--- src/rtl/core/alc_pkg.sv ---
`timescale 1ns / 1ps

package alc_pkg;

    // field and datapath widths
    localparam int CNT_W      = 16;
    localparam int SCALE_W    = 19;
    localparam int MULS_W     = CNT_W + SCALE_W;
    localparam int CH_W       = 22;
    localparam int CH_SHIFT   = 10;
    localparam int NUM_SHIFT  = 10;
    localparam int QUO_W      = 12;
    localparam int REM_W      = 34;
    localparam int RATIO_W    = 12;
    localparam int NSEG       = 8;
    localparam int SEG_W      = 3;
    localparam int COEF_W     = 10;
    localparam int PROD_W     = CH_W + COEF_W;
    localparam int LUX_SHIFT  = 14;
    localparam int LUX_W      = 17;
    localparam int CFG_IDX_W  = 2;
    localparam int CFG_DATA_W = 2;

    // register indexes on the config port
    localparam logic [CFG_IDX_W-1:0] REG_ITIME = 2'd0;
    localparam logic [CFG_IDX_W-1:0] REG_GAIN  = 2'd1;
    localparam logic [CFG_IDX_W-1:0] REG_PKG   = 2'd2;

    // channel scale factors, 10 fractional bits
    localparam logic [SCALE_W-1:0] SCALE_T13  = 19'h07517;
    localparam logic [SCALE_W-1:0] SCALE_T101 = 19'h00FE7;
    localparam logic [SCALE_W-1:0] SCALE_T402 = 19'h00400;

    // clip thresholds per integration time
    localparam logic [CNT_W-1:0] CLIP_T13  = 16'd4900;
    localparam logic [CNT_W-1:0] CLIP_T101 = 16'd37000;
    localparam logic [CNT_W-1:0] CLIP_T402 = 16'd65000;

    localparam logic [LUX_W-1:0]  SAT_LUX   = 17'd65536;
    localparam logic [PROD_W:0]   LUX_ROUND = (PROD_W + 1)'(1) << (LUX_SHIFT - 1);

    // segment tables: row 0 T/FN/CL package, row 1 chip-scale package
    localparam logic [COEF_W-1:0] SEG_K [2][NSEG] = '{
        '{10'h040, 10'h080, 10'h0c0, 10'h100, 10'h138, 10'h19a, 10'h29a, 10'h29a},
        '{10'h043, 10'h085, 10'h0c8, 10'h10a, 10'h14d, 10'h19a, 10'h29a, 10'h29a}
    };
    localparam logic [COEF_W-1:0] SEG_B [2][NSEG] = '{
        '{10'h1f2, 10'h214, 10'h23f, 10'h270, 10'h16f, 10'h0d2, 10'h018, 10'h000},
        '{10'h204, 10'h228, 10'h253, 10'h282, 10'h177, 10'h101, 10'h037, 10'h000}
    };
    localparam logic [COEF_W-1:0] SEG_M [2][NSEG] = '{
        '{10'h1be, 10'h2d1, 10'h37b, 10'h3fe, 10'h1fc, 10'h0fb, 10'h012, 10'h000},
        '{10'h1ad, 10'h2c1, 10'h363, 10'h3df, 10'h1dd, 10'h127, 10'h02b, 10'h000}
    };

    typedef enum logic [1:0] {
        STATUS_OK       = 2'd0,
        STATUS_SAT      = 2'd1,
        STATUS_BAD_TIME = 2'd2,
        STATUS_NEG      = 2'd3
    } status_t;

    typedef enum logic [1:0] {
        ITIME_13MS  = 2'd0,
        ITIME_101MS = 2'd1,
        ITIME_402MS = 2'd2,
        ITIME_BAD   = 2'd3
    } itime_t;

    typedef struct packed {
        logic [CNT_W-1:0] broadband;
        logic [CNT_W-1:0] infrared;
    } in_item_t;

    typedef struct packed {
        logic [LUX_W-1:0] lux;
        status_t          status;
    } out_item_t;

    typedef struct packed {
        itime_t itime;
        logic   high_gain;
        logic   pkg;
    } cfg_t;

    // divider working set
    typedef struct packed {
        logic [CH_W-1:0]  ch0;
        logic [CH_W-1:0]  ch1;
        logic [REM_W-1:0] rem;
        logic [QUO_W-1:0] quo;
        status_t          status;
        logic             pkg;
    } work_t;

    typedef struct packed {
        logic [CH_W-1:0]   ch0;
        logic [CH_W-1:0]   ch1;
        logic [COEF_W-1:0] b;
        logic [COEF_W-1:0] m;
        status_t           status;
    } coef_t;

    typedef struct packed {
        logic [PROD_W-1:0] pos;
        logic [PROD_W-1:0] neg;
        status_t           status;
    } prod_t;

endpackage

--- src/rtl/core/alc_scale.sv ---
`timescale 1ns / 1ps

module alc_scale
(
    input  logic                clk,
    input  logic                rst_n,
    input  alc_pkg::cfg_t       cfg,
    input  logic                in_valid,
    output logic                in_ready,
    input  alc_pkg::in_item_t   in_data,
    output logic                out_valid,
    input  logic                out_ready,
    output alc_pkg::work_t      out_data
);

    logic [alc_pkg::CNT_W-1:0]   clip;
    logic [alc_pkg::SCALE_W-1:0] scale;
    logic [alc_pkg::SCALE_W-1:0] scale_g;
    logic                        bad_time;
    logic                        sat;
    logic [alc_pkg::MULS_W-1:0]  mul0;
    logic [alc_pkg::MULS_W-1:0]  mul1;
    logic [alc_pkg::CH_W-1:0]    ch0;
    logic [alc_pkg::CH_W-1:0]    ch1;
    alc_pkg::work_t              data_next;
    alc_pkg::work_t              data_reg;
    logic                        valid_reg;

    // clip threshold and scale by integration time
    always_comb
    begin
        clip     = alc_pkg::CLIP_T402;
        scale    = alc_pkg::SCALE_T402;
        bad_time = 1'b0;
        unique case (cfg.itime)
            alc_pkg::ITIME_13MS:
            begin
                clip  = alc_pkg::CLIP_T13;
                scale = alc_pkg::SCALE_T13;
            end
            alc_pkg::ITIME_101MS:
            begin
                clip  = alc_pkg::CLIP_T101;
                scale = alc_pkg::SCALE_T101;
            end
            alc_pkg::ITIME_402MS:
            begin
                clip  = alc_pkg::CLIP_T402;
                scale = alc_pkg::SCALE_T402;
            end
            alc_pkg::ITIME_BAD:
            begin
                bad_time = 1'b1;
            end
        endcase
    end

    // 16x more at 1x gain
    assign scale_g = cfg.high_gain ? scale : (scale << 4);
    assign sat     = (in_data.broadband > clip) || (in_data.infrared > clip);

    // channel scaling
    assign mul0 = alc_pkg::MULS_W'(in_data.broadband) * alc_pkg::MULS_W'(scale_g);
    assign mul1 = alc_pkg::MULS_W'(in_data.infrared) * alc_pkg::MULS_W'(scale_g);
    assign ch0  = mul0[alc_pkg::CH_SHIFT +: alc_pkg::CH_W];
    assign ch1  = mul1[alc_pkg::CH_SHIFT +: alc_pkg::CH_W];

    always_comb
    begin
        data_next.ch0 = ch0;
        data_next.ch1 = ch1;
        data_next.rem = alc_pkg::REM_W'({ch1, {alc_pkg::NUM_SHIFT{1'b0}}});
        data_next.quo = '0;
        data_next.pkg = cfg.pkg;
        if (bad_time)
        begin
            data_next.status = alc_pkg::STATUS_BAD_TIME;
        end
        else if (sat)
        begin
            data_next.status = alc_pkg::STATUS_SAT;
        end
        else
        begin
            data_next.status = alc_pkg::STATUS_OK;
        end
    end

    // stage register
    assign in_ready = !valid_reg || out_ready;

    always_ff @(posedge clk or negedge rst_n)
    begin
        if (!rst_n)
        begin
            valid_reg <= 1'b0;
        end
        else if (in_ready)
        begin
            valid_reg <= in_valid;
        end
    end

    always_ff @(posedge clk)
    begin
        if (in_valid && in_ready)
        begin
            data_reg <= data_next;
        end
    end

    assign out_valid = valid_reg;
    assign out_data  = data_reg;

endmodule

--- src/rtl/core/alc_div_step.sv ---
`timescale 1ns / 1ps

module alc_div_step
#(
    parameter int STEP = 0
)
(
    input  logic           clk,
    input  logic           rst_n,
    input  logic           in_valid,
    output logic           in_ready,
    input  alc_pkg::work_t in_data,
    output logic           out_valid,
    input  logic           out_ready,
    output alc_pkg::work_t out_data
);

    logic [alc_pkg::REM_W-1:0] dsh;
    logic                      fits;
    alc_pkg::work_t            data_next;
    alc_pkg::work_t            data_reg;
    logic                      valid_reg;

    // one restoring division step for quotient bit STEP
    assign dsh  = alc_pkg::REM_W'(in_data.ch0) << STEP;
    assign fits = in_data.rem >= dsh;

    always_comb
    begin
        data_next = in_data;
        if (fits)
        begin
            data_next.rem       = in_data.rem - dsh;
            data_next.quo[STEP] = 1'b1;
        end
    end

    // stage register
    assign in_ready = !valid_reg || out_ready;

    always_ff @(posedge clk or negedge rst_n)
    begin
        if (!rst_n)
        begin
            valid_reg <= 1'b0;
        end
        else if (in_ready)
        begin
            valid_reg <= in_valid;
        end
    end

    always_ff @(posedge clk)
    begin
        if (in_valid && in_ready)
        begin
            data_reg <= data_next;
        end
    end

    assign out_valid = valid_reg;
    assign out_data  = data_reg;

endmodule

--- src/rtl/core/alc_seg_mul.sv ---
`timescale 1ns / 1ps

module alc_seg_mul
(
    input  logic           clk,
    input  logic           rst_n,
    input  logic           in_valid,
    output logic           in_ready,
    input  alc_pkg::work_t in_data,
    output logic           out_valid,
    input  logic           out_ready,
    output alc_pkg::prod_t out_data
);

    logic                        zero_div;
    logic                        quo_ovf;
    logic [alc_pkg::QUO_W:0]     quo_inc;
    logic [alc_pkg::RATIO_W-1:0] ratio;
    logic [alc_pkg::SEG_W-1:0]   seg;
    alc_pkg::coef_t              coef_next;
    alc_pkg::coef_t              coef_reg;
    logic                        coef_valid_reg;
    logic                        coef_ready;
    alc_pkg::prod_t              prod_next;
    alc_pkg::prod_t              prod_reg;
    logic                        prod_valid_reg;

    // ratio: zero divisor gives 0, a quotient past its width pins to the top
    assign zero_div = (in_data.ch0 == '0);
    assign quo_ovf  = ((alc_pkg::CH_W + 2)'(in_data.ch1)
                      >= ((alc_pkg::CH_W + 2)'(in_data.ch0) << 2));
    assign quo_inc  = (alc_pkg::QUO_W + 1)'(in_data.quo) + (alc_pkg::QUO_W + 1)'(1);

    always_comb
    begin
        if (zero_div)
        begin
            ratio = '0;
        end
        else if (quo_ovf)
        begin
            ratio = '1;
        end
        else
        begin
            ratio = quo_inc[alc_pkg::QUO_W:1];
        end
    end

    // first breakpoint at or above the ratio, last segment otherwise
    always_comb
    begin
        seg = alc_pkg::SEG_W'(alc_pkg::NSEG - 1);
        for (int s = alc_pkg::NSEG - 2; s >= 0; s--)
        begin
            if (ratio <= alc_pkg::RATIO_W'(alc_pkg::SEG_K[in_data.pkg][alc_pkg::SEG_W'(s)]))
            begin
                seg = alc_pkg::SEG_W'(s);
            end
        end
    end

    always_comb
    begin
        coef_next.ch0    = in_data.ch0;
        coef_next.ch1    = in_data.ch1;
        coef_next.b      = alc_pkg::SEG_B[in_data.pkg][seg];
        coef_next.m      = alc_pkg::SEG_M[in_data.pkg][seg];
        coef_next.status = in_data.status;
    end

    // segment stage register
    assign in_ready = !coef_valid_reg || coef_ready;

    always_ff @(posedge clk or negedge rst_n)
    begin
        if (!rst_n)
        begin
            coef_valid_reg <= 1'b0;
        end
        else if (in_ready)
        begin
            coef_valid_reg <= in_valid;
        end
    end

    always_ff @(posedge clk)
    begin
        if (in_valid && in_ready)
        begin
            coef_reg <= coef_next;
        end
    end

    // intercept and slope products
    always_comb
    begin
        prod_next.pos    = alc_pkg::PROD_W'(coef_reg.ch0) * alc_pkg::PROD_W'(coef_reg.b);
        prod_next.neg    = alc_pkg::PROD_W'(coef_reg.ch1) * alc_pkg::PROD_W'(coef_reg.m);
        prod_next.status = coef_reg.status;
    end

    // product stage register
    assign coef_ready = !prod_valid_reg || out_ready;

    always_ff @(posedge clk or negedge rst_n)
    begin
        if (!rst_n)
        begin
            prod_valid_reg <= 1'b0;
        end
        else if (coef_ready)
        begin
            prod_valid_reg <= coef_valid_reg;
        end
    end

    always_ff @(posedge clk)
    begin
        if (coef_valid_reg && coef_ready)
        begin
            prod_reg <= prod_next;
        end
    end

    assign out_valid = prod_valid_reg;
    assign out_data  = prod_reg;

endmodule

--- src/rtl/core/ambient_light_lux_calc.sv ---
`timescale 1ns / 1ps

// Lux from one broadband/infrared photodiode count pair.
// Input channel: in_valid/in_stall with in_data (broadband, infrared).
// A request is taken at a clock edge with in_valid high and in_stall low.
// Output channel: out_valid/out_stall with out_data (lux, status); one
// result per request, in request order.
// Config port: cfg_we/cfg_index/cfg_data, 0 integration time, 1 high gain,
// 2 chip-scale package; the user must write it only while no request is
// in flight, which the block does not enforce. Stages: one scaling stage,
// twelve divider stages (one quotient bit each for the ratio), a segment
// lookup stage, a multiply stage and the output register. One request
// per cycle is sustained while out_stall is low. Every stage holds its
// own valid bit, so bubbles close up and a stalled result does not block
// requests until the whole pipeline is full. When the receiver stalls,
// out_data holds and in_stall rises only once every stage is occupied.
// Reset clears all valid bits and sets integration time to 402 ms, 1x gain
// and the T/FN/CL table.
module ambient_light_lux_calc
(
    input  logic                               clk,
    input  logic                               rst_n,
    input  logic                               in_valid,
    output logic                               in_stall,
    input  alc_pkg::in_item_t                  in_data,
    output logic                               out_valid,
    input  logic                               out_stall,
    output alc_pkg::out_item_t                 out_data,
    input  logic                               cfg_we,
    input  logic [alc_pkg::CFG_IDX_W-1:0]      cfg_index,
    input  logic [alc_pkg::CFG_DATA_W-1:0]     cfg_data
);

    localparam int NSTG = alc_pkg::QUO_W + 1;

    alc_pkg::itime_t            itime_reg;
    logic                       gain_reg;
    logic                       pkg_reg;
    alc_pkg::cfg_t              cfg;
    logic                       scale_ready;
    logic                       div_valid [NSTG];
    logic                       div_ready [NSTG];
    alc_pkg::work_t             div_data  [NSTG];
    logic                       prod_valid;
    logic                       prod_ready;
    alc_pkg::prod_t             prod_data;
    logic [alc_pkg::PROD_W:0]   lux_sum;
    alc_pkg::out_item_t         out_next;
    alc_pkg::out_item_t         out_reg;
    logic                       out_valid_reg;

    // config registers
    always_ff @(posedge clk or negedge rst_n)
    begin
        if (!rst_n)
        begin
            itime_reg <= alc_pkg::ITIME_402MS;
            gain_reg  <= 1'b0;
            pkg_reg   <= 1'b0;
        end
        else if (cfg_we)
        begin
            unique case (cfg_index)
                alc_pkg::REG_ITIME: itime_reg <= alc_pkg::itime_t'(cfg_data);
                alc_pkg::REG_GAIN:  gain_reg  <= cfg_data[0];
                alc_pkg::REG_PKG:   pkg_reg   <= cfg_data[0];
                default:
                begin
                end
            endcase
        end
    end

    always_comb
    begin
        cfg.itime     = itime_reg;
        cfg.high_gain = gain_reg;
        cfg.pkg       = pkg_reg;
    end

    // clip check and channel scaling
    alc_scale u_scale
    (
        .clk       (clk),
        .rst_n     (rst_n),
        .cfg       (cfg),
        .in_valid  (in_valid),
        .in_ready  (scale_ready),
        .in_data   (in_data),
        .out_valid (div_valid[0]),
        .out_ready (div_ready[0]),
        .out_data  (div_data[0])
    );

    assign in_stall = !scale_ready;

    // ratio divider, most significant quotient bit first
    for (genvar g = 0; g < alc_pkg::QUO_W; g++)
    begin : g_div
        alc_div_step
        #(
            .STEP (alc_pkg::QUO_W - 1 - g)
        )
        u_step
        (
            .clk       (clk),
            .rst_n     (rst_n),
            .in_valid  (div_valid[g]),
            .in_ready  (div_ready[g]),
            .in_data   (div_data[g]),
            .out_valid (div_valid[g + 1]),
            .out_ready (div_ready[g + 1]),
            .out_data  (div_data[g + 1])
        );
    end

    // segment lookup and products
    alc_seg_mul u_seg_mul
    (
        .clk       (clk),
        .rst_n     (rst_n),
        .in_valid  (div_valid[NSTG - 1]),
        .in_ready  (div_ready[NSTG - 1]),
        .in_data   (div_data[NSTG - 1]),
        .out_valid (prod_valid),
        .out_ready (prod_ready),
        .out_data  (prod_data)
    );

    // difference, rounding and status
    assign lux_sum = (alc_pkg::PROD_W + 1)'(prod_data.pos)
                   - (alc_pkg::PROD_W + 1)'(prod_data.neg)
                   + alc_pkg::LUX_ROUND;

    always_comb
    begin
        out_next.lux    = lux_sum[alc_pkg::LUX_SHIFT +: alc_pkg::LUX_W];
        out_next.status = prod_data.status;
        if (prod_data.status == alc_pkg::STATUS_SAT)
        begin
            out_next.lux = alc_pkg::SAT_LUX;
        end
        else if (prod_data.status == alc_pkg::STATUS_BAD_TIME)
        begin
            out_next.lux = '0;
        end
        else if (prod_data.neg > prod_data.pos)
        begin
            out_next.lux    = '0;
            out_next.status = alc_pkg::STATUS_NEG;
        end
    end

    // output register
    assign prod_ready = !out_valid_reg || !out_stall;

    always_ff @(posedge clk or negedge rst_n)
    begin
        if (!rst_n)
        begin
            out_valid_reg <= 1'b0;
        end
        else if (prod_ready)
        begin
            out_valid_reg <= prod_valid;
        end
    end

    always_ff @(posedge clk)
    begin
        if (prod_valid && prod_ready)
        begin
            out_reg <= out_next;
        end
    end

    assign out_valid = out_valid_reg;
    assign out_data  = out_reg;

`ifndef ASSERT_OFF
    // input backpressure only comes from a stalled, occupied output
    a_stall_source: assert property (@(posedge clk) disable iff (!rst_n)
        in_stall |-> (out_valid && out_stall))
        else $error("input stalled without a stalled output");

    // a saturated result carries the saturation value
    a_sat_lux: assert property (@(posedge clk) disable iff (!rst_n)
        (out_valid && out_data.status == alc_pkg::STATUS_SAT)
        |-> (out_data.lux == alc_pkg::SAT_LUX))
        else $error("saturated result with wrong lux");

    // error and clamped results report zero lux
    a_zero_lux: assert property (@(posedge clk) disable iff (!rst_n)
        (out_valid && (out_data.status == alc_pkg::STATUS_BAD_TIME
                       || out_data.status == alc_pkg::STATUS_NEG))
        |-> (out_data.lux == '0))
        else $error("error or clamped result with nonzero lux");

    // a taken result with a valid product behind it is followed by another
    a_refill: assert property (@(posedge clk) disable iff (!rst_n)
        (out_valid && !out_stall && prod_valid) |=> out_valid)
        else $error("pending result lost after output handoff");
`endif

endmodule
--- config.mk ---
export PLATFORM = sky130hd
export DESIGN_NAME = ambient_light_lux_calc
export DESIGN_NICKNAME = d
export VERILOG_FILES = /design/src/rtl/core/alc_pkg.sv /design/src/rtl/core/alc_scale.sv /design/src/rtl/core/alc_div_step.sv /design/src/rtl/core/alc_seg_mul.sv /design/src/rtl/core/ambient_light_lux_calc.sv
export SDC_FILE = /design/constraint.sdc
export NUM_CORES = 2
export LEC_CHECK = 0
export ABC_AREA = 1
export BUFFER_PORTS_ARGS = -buffer_cell sky130_fd_sc_hd__buf_2
export CAP_MARGIN = 20
export CORE_MARGIN = 3
export CORE_UTILIZATION = 55
export DETAILED_ROUTE_END_ITERATION = 6
export HOLD_SLACK_MARGIN = 0.12
export PLACE_DENSITY = 0.75
export SLEW_MARGIN = 20
export SYNTH_ARGS = -nofsm -noshare
export SYNTH_HDL_FRONTEND = slang
export SYNTH_HIERARCHICAL = 1
export SYNTH_SLANG_ARGS = --single-unit
--- constraint.sdc ---
create_clock -name clk -period 6.45 [get_ports clk]
set_input_delay 0.3225 -clock clk [delete_from_list [all_inputs] [get_ports clk]]
set_output_delay 0.3225 -clock clk [all_outputs]
set_load 0.01 [all_outputs]
==> impl_metrics.json <==
{
  "outcome": "complete, no violations",
  "timing.final.crit_share": 0.972,
  "post-route-drc-count": 0,
  "clkTransAtPathRegs_ns": 0.07,
  "required_ns": 6.99,
  "insertion_delay_ns": 0.80,
  "worstPathMaxFanout": 5,
  "grt_pass1_vias": 81300,
  "hp-start": "out_stall",
  "clock-sinks": 1300,
  "placed_cell_area_um2": 109000,
  "syn_to_final_growth_pct": 8.46,
  "grt_pass1_wl_um": 447000,
  "placeableCoreArea_um2": 191000,
  "hp-class": "in2reg",
  "grt_max_degree": 94,
  "route.vias.total": 80900,
  "cts_made_buffers": 144,
  "die_x_um": 444,
  "syn_area_per_cell_um2": 8.39,
  "wirelength_um": 288000,
  "critPathKind": "reg2reg",
  "grtUsageTotal": 0.291,
  "fp-row-count": 160,
  "cp_slowest_cell": "dfstp_2",
  "firstDrtPassIters": 7,
  "synthesis.instances": 12600,
  "crit_family": "adder cells",
  "setup_slack_ns": 0.182,
  "final_area_um2": 115000,
  "holdPathEnd": "out_valid$_DFFE_PN0N_",
  "fin_skew_ns": 0.0409,
  "drt-initial-drc-count": 6611,
  "antenna_found_initial": 5,
  "drv_cap": 0,
  "tns_ns": 0,
  "drive_gt1_frac": 0.0773,
  "overflow": 0,
  "yosysWarningCount": 6,
  "crit_top_cell": "fa_1",
  "timing_hold_violations_final": 0,
  "endpoint_kind": "register",
  "critPathBufInv": 7,
  "setup_viol": 0,
  "startpoint_type": "register",
  "dieArea_um2": 197000,
  "ant_nets": 0,
  "vias_per_cell": 5.25,
  "slowest_delay_ns": 0.61,
  "ios": 62,
  "gp_congestion": 0.994,
  "syn_area_um2": 106000,
  "largest_reg_flops": 1082,
  "multi_input_area_um2": 54600,
  "die_h_um": 444,
  "htree_levels": 4,
  "reg2reg_depth": 24,
  "layout.area.seq_um2": 38900,
  "period_minus_slack_ns": 6.27,
  "portBuffers": 61,
  "r2r-start": "itime_reg[1]$_DFFE_PN1P_",
  "min_path_cells": 4,
  "hpwl_um": 234000,
  "r2r-end": "u_scale/out_data[40]$_DFFE_PP_",
  "worst-endpoint-arrival_ns": 6.81,
  "nNetsFinal": 14300,
  "cp_cell_sequence": "nor2_4, nor2_4, clkinvlp_4, buf_4, nand2_1, nor2_1, fa_1, inv_1, fa_1, inv_1, fa_1, fa_1, fa_1, inv_1, fa_1, inv_1, ha_1, nand2_1, nor2_1, inv_1, nor3_2, nand4_1, nand3_1, nand2_1",
  "worst_pin_slew_ns": 1.05,
  "post-place-ws_ns": 0.0450,
  "fillCellCount": 16600,
  "root_buffer": "clkbuf_16",
  "floorplan.initialDensity": 0.554,
  "cts_buffer_depth": 3,
  "maxSlewHeadroom": 0.295,
  "slew_viol_final": 0,
  "wl_per_cell_um": 18.7,
  "fmax_ghz": 0.160,
  "cts_tree": "built",
  "regToRegSetupSlack_ns": 0.18
}
metal layers:
layer	global-route usage	vias up	wire [um]
met4	0.157	0	17600
li1	-	38800	-
met2	0.491	2939	137000
met1	0.367	38400	115000
met3	0.0381	746	17400
met5	0	-	0
worst register-to-register path: stages (launching register included):
cell and delay [ns]:
dfstp_2 0.61, nor2_4 0.08, nor2_4 0.18, clkinvlp_4 0.13
buf_4 0.17, nand2_1 0.11, nor2_1 0.07, fa_1 0.51
inv_1 0.07, fa_1 0.54, inv_1 0.05, fa_1 0.51
fa_1 0.44, fa_1 0.56, inv_1 0.06, fa_1 0.60
inv_1 0.07, ha_1 0.36, nand2_1 0.14, nor2_1 0.15
inv_1 0.10, nor3_2 0.16, nand4_1 0.17, nand3_1 0.12
nand2_1 0.06
layout make-up:
cell class,count,area share
Inverter,3008,0.0988
Timing Repair Buffer,237,0.0163
Multi-Input combinational cell,8094,0.477
Tap cell,2511,0.0274
Sequential cell,1300,0.340
Clock inverter,87,0.00803
Clock buffer,173,0.0330
Antenna cell,6,0.000131
stage by stage:
| stage | hold slack [ns] | instances | util |
|---|---|---|---|
| floorplan | 0.0269 | 12600 | - |
| global placement | 0.386 | 15100 | 0.573 |
| detailed placement | 0.392 | 15100 | 0.574 |
| CTS | 0.261 | 15400 | 0.599 |
| global route | 0.364 | 15400 | 0.601 |
| finish | 0.341 | 15400 | 0.601 |
cells in the final DEF, fill, tap and decap left out, types with 16 or more instances in the layout:
master / n
inv_1: 2903
nand3b_1: 45
nor2_4: 34
edfxtp_1: 1280
a21oi_4: 16
clkbuf_16: 146
buf_4: 144
ha_1: 741
nand2_1: 3892
conb_1: 24
clkinv_2: 19
o21ai_0: 114
nand3_2: 22
xor2_1: 172
nor2_1: 772
nor3_1: 58
or2_2: 18
nor2_2: 92
nand4_1: 99
inv_2: 85
nand2_2: 130
o21bai_1: 20
a21oi_2: 67
fa_1: 763
dfrtp_1: 18
clkbuf_1: 24
nand3_1: 458
a21oi_1: 319
o21ai_1: 30
xnor2_1: 53
clkinv_1: 24
buf_2: 61
worst max path at each step:
stage                                        start                                     to  cells past startpoint
after floorplan              out_valid$_DFFE_PN0N_  g_div[5].u_step/out_data[0]$_DFFE_PP_                     17
after global placement        gain_reg$_DFFE_PN0P_         u_scale/out_data[41]$_DFFE_PP_                     24
after detailed placement  itime_reg[1]$_DFFE_PN1P_         u_scale/out_data[42]$_DFFE_PP_                     24
after CTS                 itime_reg[1]$_DFFE_PN1P_         u_scale/out_data[42]$_DFFE_PP_                     24
after global routing      itime_reg[0]$_DFFE_PN0P_         u_scale/out_data[86]$_DFFE_PP_                     25
final                     itime_reg[1]$_DFFE_PN1P_         u_scale/out_data[40]$_DFFE_PP_                     24
what timing repair did:
action,4_1_cts,5_1_grt
gates resized for setup,0,95
buffers inserted,0,15
endpoints found under the setup margin,0,40
endpoints found under the hold margin,48,0
hold buffers,13,0
Power is not shown: default switching activity piles up to over one toggle a cycle in this logic, so the estimate is an artifact.
